[src/rtl/mfw_pkg.sv]
// ----------------------------------------------------------------------------
// Mitchell filter weight package
// Shared widths, register indexes, pipeline control type and the helper
// functions for the cubic coefficients and Q.14 rounding.
// ----------------------------------------------------------------------------
package mfw_pkg;

    localparam int OFF_W      = 16;
    localparam int INV_W      = 16;
    localparam int COEF_W     = 15;
    localparam int CFG_W      = 16;
    localparam int CFG_IDX_W  = 2;
    localparam int WEIGHT_W   = 16;

    localparam int A_W        = 32;
    localparam int T_W        = 15;
    localparam int TF_W       = A_W - 11;
    localparam int K_W        = 23;
    localparam int P_W        = 26;
    localparam int RECIP_W    = 26;
    localparam int MQ_W       = P_W + RECIP_W;
    localparam int Q_W        = 23;
    localparam int W_W        = 24;
    localparam int PROD_W     = 2 * W_W;

    localparam int RECIP_SHIFT = 28;
    localparam logic [RECIP_W-1:0] RECIP_SIX = RECIP_W'(44739243);

    localparam logic [T_W-1:0] ONE_T = T_W'(16384);
    localparam logic [A_W-1:0] T_ROUND = A_W'(1024);

    localparam logic signed [WEIGHT_W-1:0] WEIGHT_MAX = 16'sh7FFF;
    localparam logic signed [WEIGHT_W-1:0] WEIGHT_MIN = 16'sh8000;

    localparam int AXIS_STAGES = 6;
    localparam int NUM_STAGES  = 8;

    typedef enum logic [CFG_IDX_W-1:0] {
        CFG_B_COEF = 2'd0,
        CFG_C_COEF = 2'd1,
        CFG_INV_X  = 2'd2,
        CFG_INV_Y  = 2'd3
    } cfg_index_t;

    typedef enum logic [1:0] {
        TERM_K3 = 2'd0,
        TERM_K2 = 2'd1,
        TERM_K1 = 2'd2,
        TERM_K0 = 2'd3
    } term_t;

    typedef struct packed {
        logic [NUM_STAGES-1:0] load;
        logic [NUM_STAGES-1:0] valid;
        logic                  in_stall;
    } pipe_ctrl_t;

    // Coefficients are six times the published ones, in Q.14.
    function automatic logic signed [K_W-1:0] cubic_coef(
        input logic              outer,
        input term_t             term,
        input logic [COEF_W-1:0] b,
        input logic [COEF_W-1:0] c
    );
        logic signed [K_W-1:0] bs;
        logic signed [K_W-1:0] cs;
        logic signed [K_W-1:0] k;
        bs = K_W'($signed({1'b0, b}));
        cs = K_W'($signed({1'b0, c}));
        k  = '0;
        if (outer)
        begin
            unique case (term)
                TERM_K3: k = K_W'(-bs - 6 * cs);
                TERM_K2: k = K_W'(6 * bs + 30 * cs);
                TERM_K1: k = K_W'(-12 * bs - 48 * cs);
                TERM_K0: k = K_W'(8 * bs + 24 * cs);
            endcase
        end
        else
        begin
            unique case (term)
                TERM_K3: k = K_W'(12 * 16384 - 9 * bs - 6 * cs);
                TERM_K2: k = K_W'(-18 * 16384 + 12 * bs + 6 * cs);
                TERM_K1: k = '0;
                TERM_K0: k = K_W'(6 * 16384 - 2 * bs);
            endcase
        end
        return k;
    endfunction

    // Divide by 2^14, rounding halves away from zero.
    function automatic logic signed [63:0] round_q14(input logic signed [63:0] v);
        logic [63:0] mag;
        logic [63:0] q;
        mag = v[63] ? 64'(-v) : 64'(v);
        q   = (mag + 64'd8192) >> 14;
        return v[63] ? $signed(-q) : $signed(q);
    endfunction

endpackage

[src/rtl/mfw_pipe.sv]
// ----------------------------------------------------------------------------
// Pipeline control
// Valid bits for every stage and the per-stage load enables. A stage loads
// when it is empty or when the stage after it is loading, so bubbles close up.
// ----------------------------------------------------------------------------
module mfw_pipe
    import mfw_pkg::*;
(
    input  logic       clk,
    input  logic       rst_n,
    input  logic       in_valid,
    input  logic       out_stall,
    output pipe_ctrl_t ctrl
);

    logic [NUM_STAGES-1:0] valid_reg;
    logic [NUM_STAGES-1:0] valid_next;
    logic [NUM_STAGES-1:0] ready;

    always_comb
    begin
        ready[NUM_STAGES-1] = !valid_reg[NUM_STAGES-1] || !out_stall;
        for (int i = NUM_STAGES - 2; i >= 0; i--)
        begin
            ready[i] = !valid_reg[i] || ready[i+1];
        end
    end

    always_comb
    begin
        valid_next[0] = ready[0] ? in_valid : valid_reg[0];
        for (int i = 1; i < NUM_STAGES; i++)
        begin
            valid_next[i] = ready[i] ? valid_reg[i-1] : valid_reg[i];
        end
    end

    always_ff @(posedge clk or negedge rst_n)
    begin
        if (!rst_n)
        begin
            valid_reg <= '0;
        end
        else
        begin
            valid_reg <= valid_next;
        end
    end

    assign ctrl.load     = ready;
    assign ctrl.valid    = valid_reg;
    assign ctrl.in_stall = !ready[0];

endmodule

[config.mk]
export PLATFORM = sky130hd
export DESIGN_NAME = mfw_pipe
export DESIGN_NICKNAME = d
export VERILOG_FILES = /design/src/rtl/mfw_pkg.sv /design/src/rtl/mfw_pipe.sv
export SDC_FILE = /design/constraint.sdc
export NUM_CORES = 1
export LEC_CHECK = 0
export ABC_AREA = 1
export BUFFER_PORTS_ARGS = -buffer_cell sky130_fd_sc_hd__buf_2
export CORE_AREA = 10 10 47 49
export CTS_CLUSTER_DIAMETER = 30
export CTS_CLUSTER_SIZE = 12
export DETAILED_ROUTE_END_ITERATION = 6
export DIE_AREA = 0 0 57 59
export SLEW_MARGIN = 40
export SYNTH_ARGS = -nofsm -noshare
export SYNTH_HDL_FRONTEND = slang
export SYNTH_SLANG_ARGS = --single-unit
export TNS_END_PERCENT = 1
[constraint.sdc]
create_clock -name clk -period 0.92 [get_ports clk]
set_input_delay 0.138 -clock clk [delete_from_list [all_inputs] [get_ports clk]]
set_output_delay 0.138 -clock clk [all_outputs]
set_load 0.02 [all_outputs]
==> results.toml, run 1 <==
[timing]
rsz0062_at_grt = "yes"
setup_viol = 22
min_period_ns = 1.47
setup-tns-final_ns = -5.03
worst_clock_skew_ns = 0.00521
max_slew_margin_pct = 87.7
worst_slack_ns = -0.554
finalHoldViolCount = 0
worst_slew_pin_slew_ns = 0.185
period_share_pct = 160
max_freq_mhz = 678
slew_viol_final = 0

[setup_path]
cp_common_cell = "nor2_4"
worst_setup_path_start_kind = "flop"
cp.depth = 6
worstSetupEndpointType = "primary output"
timing.rr.start = "valid_reg[7]"
crit_type = "flop to primary output"
worstPathMaxFanout = 4
path_cells = "nand2_4 > nor2_4 > nand4_4 > nor2_4 > nand3_4 > buf_2"
crit_arrival_ns = 1.34
cp-startpoint = "valid_reg[7]"
r2r_cells = 5
path_buf_inv = 1
crit_family = "simple AND/OR/NAND/NOR gates"
slowest_stage = "dfrtp_2"
cpPeakStageDelay_ns = 0.38
cp.required_ns = 0.78

[final_layout]
fin_util_pct = 43.8
final_nets = 70
largest_reg_flops = 8
instances_no_fill = 81
drive_above_1_share_pct = 67.7
diodes = 0
syn2layout_area_growth_pct = 78.5

[logic_synthesis]
synth_simple_gate_area_share_pct = 30.9
synth_compound_area_share_pct = 0
async_reset_ff_share_pct = 100
synth.mux.area_fraction_pct = 0
synthAdderAreaFrac_pct = 0
synthXorXnorAreaFrac_pct = 0
synth_cells = 34
syn_area_sq_um = 344
avgSynthCellArea_sq_um = 10.1
synth_warnings = 0
syn_nets = 38
yosysSeqAreaShare_pct = 58.2
synth_top_family_by_area = "simple AND/OR/NAND/NOR gates"
synth.top_cells.by_area = "dfrtp_1, inv_1, nand2_1, nor2_4, nand4_4"
synth.top_cell.area_share_pct = 58.2
synth_seq_cells = 8
synthTopCellsByCount = "inv_1, dfrtp_1, nand2_1"
synthFlopType = "dfrtp_1"
yosysMostFrequentCell = "inv_1"
synth_cell_types = 9
synth_top_area_cell = "dfrtp_1"
synth-edff-count = 0

[routing]
wl_per_cell_um = 11.0
via_count = 322
wl_um = 889
drc = 0
dr.pass1.iters = 2
drt-initial-drc-count = 2
vias_per_cell = 3.98
detail-route-antenna-nets = 0

[global_routing]
grt_pass1_vias = 354
grt_first_pass_wirelength_mm = 1.52
track_usage_pct = 5.83
grt_max_degree = 9
antenna_found_initial = 0
overflow = 0

[pwr]
p_clk_share_pct = 20.7
seq_power_share_pct = 34.0
leakage_nw = 0.307
irDropWorstVdd_uv = 1290
powerDensity_mw_per_mm2 = 2300
p_int_uw = 875
power_mw = 1.42
combPwrFrac_pct = 45.3
p_sw_share_pct = 38.2
p_sw_uw = 541

[place]
routabilityCongestion = 0.664
io_buffers = 20
place_ws_ns = -0.348
place_inst = 76
hpwl_um = 736

[clocking]
cts_sinks = 8
cts.clk_slew.worst_paths_ns = 0.06
clk_latency_ns = 0.25
cts_tree = "built"
cts_max_level = 1
clockBufferDepth = 2
cts_buffers = 3
cts_setup_buffers = 0
cts_root_buf = "clkbuf_4"

[floorplanning]
io_pins = 21
die_y_um = 59
start_util_pct = 24.6
die-area_sq_mm = 0.00336
placementRows = 14
core-area_sq_mm = 0.00140
die_x_um = 57

[min_path]
min_path_type = "input port to flop"
whs_path_depth = 3
hp-start = "in_valid"

[run]
cap_violations = 0

[status]
violations = "setup timing"
status = "complete, but fails checks"
-- tightest hold or removal path, cell delays in order --
cell and delay (ns):
buf_2 0.08, inv_1 0.03, nand2_1 0.05
-- cell type report --
| cell class | instances | area, sq um |
|---|---|---|
| clock buffers | 4 | 26.3 |
| inverters | 10 | 40.0 |
| repair buffers | 27 | 201 |
| well taps | 16 | 20.0 |
| fillers | 141 | 787 |
| flip-flops and latches | 8 | 205 |
| multi-input cells | 16 | 121 |
-- cell families (layout without fill, tap and decap cells) --
family / count (synthesis) / in the layout
simple gates: 16 / 16
buf+inv: 10 / 41
flops: 8 / 8
-- through the flow --
stage | instance area, sq um | hold WS [ns]
after floorplan | 362 | -0.158
after CTS | 606 | 0.0584
after global placement | 527 | -0.00849
final | 614 | 0.0678
after global routing | 614 | 0.0598
after detailed placement | 527 | -0.00798
-- metal layers --
layer  up-vias  wire, um  global-route usage, %
li1        161         -                      -
met1       142       316                   5.44
met2        17       391                   8.06
met3         2       162                   5.36
met4         0        19                   4.03
met5         -         0                      0
-- cells in the final DEF (no fill, tap or decap), drive strengths merged --
cell and instances:
nand2 9, dfrtp 8, or2 2, nand4 1, nand3 1, buf 26, nor2 3, inv 10
clkbuf 4, dlygate4sd3 1
-- final timing paths --
| check | slack, ns | endpoint |
|---|---|---|
| worst max-delay path | -0.55 | ctrl[9] |
| worst min-delay path | 0.07 | valid_reg[0] |
| worst max register to register | -0.14 | valid_reg[2] |
| worst min register to register | 0.50 | valid_reg[7] |
| max in group asynchronous | 0.49 | valid_reg[1] |
| min in group asynchronous | 0.24 | valid_reg[5] |
-- power by group through the flow --
stage               logic, mW  clock network [mW]  registers [mW]
floorplan               0.237                   0           0.561
global placement        0.562                   0           0.478
detailed placement      0.570                   0           0.479
CTS                     0.650               0.313           0.480
global route            0.695               0.346           0.492
finish                  0.642               0.293           0.482
-- repair_timing --
action,CTS,global route
pin swaps,1,0
endpoints found under the hold margin,8,0
resized for setup,16,4
hold buffers,1,0
setup endpoints to repair,22,23
gates cloned,0,0
Note: power is estimated with default switching activity, not from simulation.
==> inputs of run 2 (changes only) <==
- BUFFER_PORTS_ARGS: -buffer_cell sky130_fd_sc_hd__buf_2 -> -buffer_cell sky130_fd_sc_hd__clkbuf_2
- clock period: 0.92 -> 1.6 ns (I/O delays scaled with it)
==> run 2 against run 1 <==
The flow now finishes without violations. Clock power down 41%. Non-clock buffer count fell by 1. Routed wire length down 0.67%. Utilization fell by 3.9 points. Combinational power down 54%. Final cell count decreased by 1.2%. Clock skew rose by 0.0019 ns. Register-to-register slack improved by 0.51 ns.
==> results.toml, run 2 (synthesis gave the netlist of run 1 again) <==
[status]
status = "complete, no violations"

[timing]
max_freq_mhz = 647
rsz0062_at_grt = "yes"
worst_slew_pin_slew_ns = 0.207
max_slew_margin_pct = 86.2
worst_slack_ns = 0.0551
min_period_ns = 1.54
worst_clock_skew_ns = 0.00707
slew_viol_final = 0
finalHoldViolCount = 0
setup_viol = 0
period_share_pct = 96.6

[routing]
via_count = 318
detail-route-antenna-nets = 0
drt-initial-drc-count = 3
dr.pass1.iters = 3
wl_um = 883
vias_per_cell = 3.98
wl_per_cell_um = 11.0
drc = 0

[clocking]
clockBufferDepth = 2
cts_tree = "built"
cts_buffers = 3
cts.clk_slew.worst_paths_ns = 0.06
cts_root_buf = "clkbuf_4"
cts_max_level = 1
clk_latency_ns = 0.26
cts_sinks = 8

[pwr]
power_uw = 744
irDropWorstVdd_uv = 595
powerDensity_mw_per_mm2 = 1330
leakage_nw = 0.303

[floorplanning]
placementRows = 14
die_x_um = 57
io_pins = 21
core-area_sq_mm = 0.00140
die-area_sq_mm = 0.00336
start_util_pct = 24.6
die_y_um = 59

[setup_path]
cp.required_ns = 1.36
path_buf_inv = 2
cp_common_cell = "nor2_4"
r2r_cells = 8
slowest_stage = "dfrtp_2"
worstPathMaxFanout = 4
cp-startpoint = "valid_reg[7]"
crit_arrival_ns = 1.30
path_cells = "nand2_4 > nor2_4 > nand4_4 > nor2_4 > nand3_2 > inv_2 > buf_8"
worstSetupEndpointType = "primary output"
cpPeakStageDelay_ns = 0.38
r2r_slack_ns = 0.37
crit_family = "simple AND/OR/NAND/NOR gates"
timing.rr.start = "valid_reg[7]"
worst_setup_path_start_kind = "flop"
crit_type = "flop to primary output"
r2r_end = "valid_reg[0]"

[global_routing]
track_usage_pct = 6.01
overflow = 0
grt_max_degree = 9
antenna_found_initial = 0
grt_pass1_vias = 340
grt_first_pass_wirelength_mm = 1.55

[final_layout]
drive_above_1_share_pct = 60.9
final_nets = 69
layout_common_cells = "clkbuf_2, inv_1, nand2_1"
syn2layout_area_growth_pct = 62.5
largest_reg_flops = 8
final_common_cell = "clkbuf_2"
diodes = 0
nFillCells = 145

[min_path]
hold_path_end = "valid_reg[0]"
hp-start = "in_valid"
whs_path_depth = 3
min_path_type = "input port to flop"

[place]
hpwl_um = 681
routabilityCongestion = 0.635
io_buffers = 20
place_ws_ns = 0.267

[run]
cap_violations = 0
[run 2: worst reg2reg max path: cells and delay by family (launching register included)]
kind	cells	cell delay, ns
flops	1	0.38
simple gates	6	0.53
buf+inv	2	0.26
[run 2: layer usage]
layer  GRT usage (%)  share of wire (%)  wire length, um
met1            5.95                 42              368
met2            8.06                 41              365
met3            6.01                 16              140
met4            3.02                1.0                9
met5               0                  0                0
[run 2: worst max-delay path by stage]
| stage | endpoint | depth (start not counted) |
|---|---|---|
| global placement | ctrl[0] | 7 |
| floorplan | ctrl[0] | 6 |
| global route | ctrl[0] | 7 |
| detailed placement | ctrl[0] | 7 |
| finish | ctrl[0] | 7 |
| CTS | ctrl[0] | 7 |
[run 2: per-stage QoR]
stage | setup TNS [ns] | cells | utilization [%] | hold WS, ns | area (sq um)
3_3_place_gp | 0 | 70 | 33.2 | 0.0989 | 465
6_report | 0 | 80 | 39.9 | 0.166 | 559
4_1_cts | -0.0421 | 78 | 38.4 | 0.159 | 538
5_1_grt | -0.120 | 80 | 39.9 | 0.175 | 559
3_5_place_dp | 0 | 70 | 33.2 | 0.101 | 465
2_1_floorplan | 0 | 34 | - | -0.0556 | 345
[run 2: repair_timing]
item                                    in CTS  in global routing
endpoints found under the setup margin       1                  4
setup buffers                                3                  2
gates resized for setup                      3                  6
hold endpoints to repair                     8                  0
pin swaps                                    3                  2
hold buffers                                 1                  0
[run 2: layout make-up]
| type | instances | area [sq um] | area share [%] |
|---|---|---|---|
| Clock buffer | 4 | 26.3 | 4.70 |
| Tap cell | 16 | 20.0 | 3.58 |
| Timing Repair Buffer | 26 | 160 | 28.6 |
| Inverter | 10 | 37.5 | 6.71 |
| Sequential cell | 8 | 201 | 36.0 |
| Multi-Input combinational cell | 16 | 114 | 20.4 |
[run 2: power breakdown]
part	switching (mW)	internal (mW)	total [mW]	leakage, nW
combinational	0.186	0.111	0.297	0.205
sequential	0.0371	0.238	0.275	0.0826
clock	0.0766	0.0959	0.173	0.0150
total	0.299	0.445	0.744	0.303
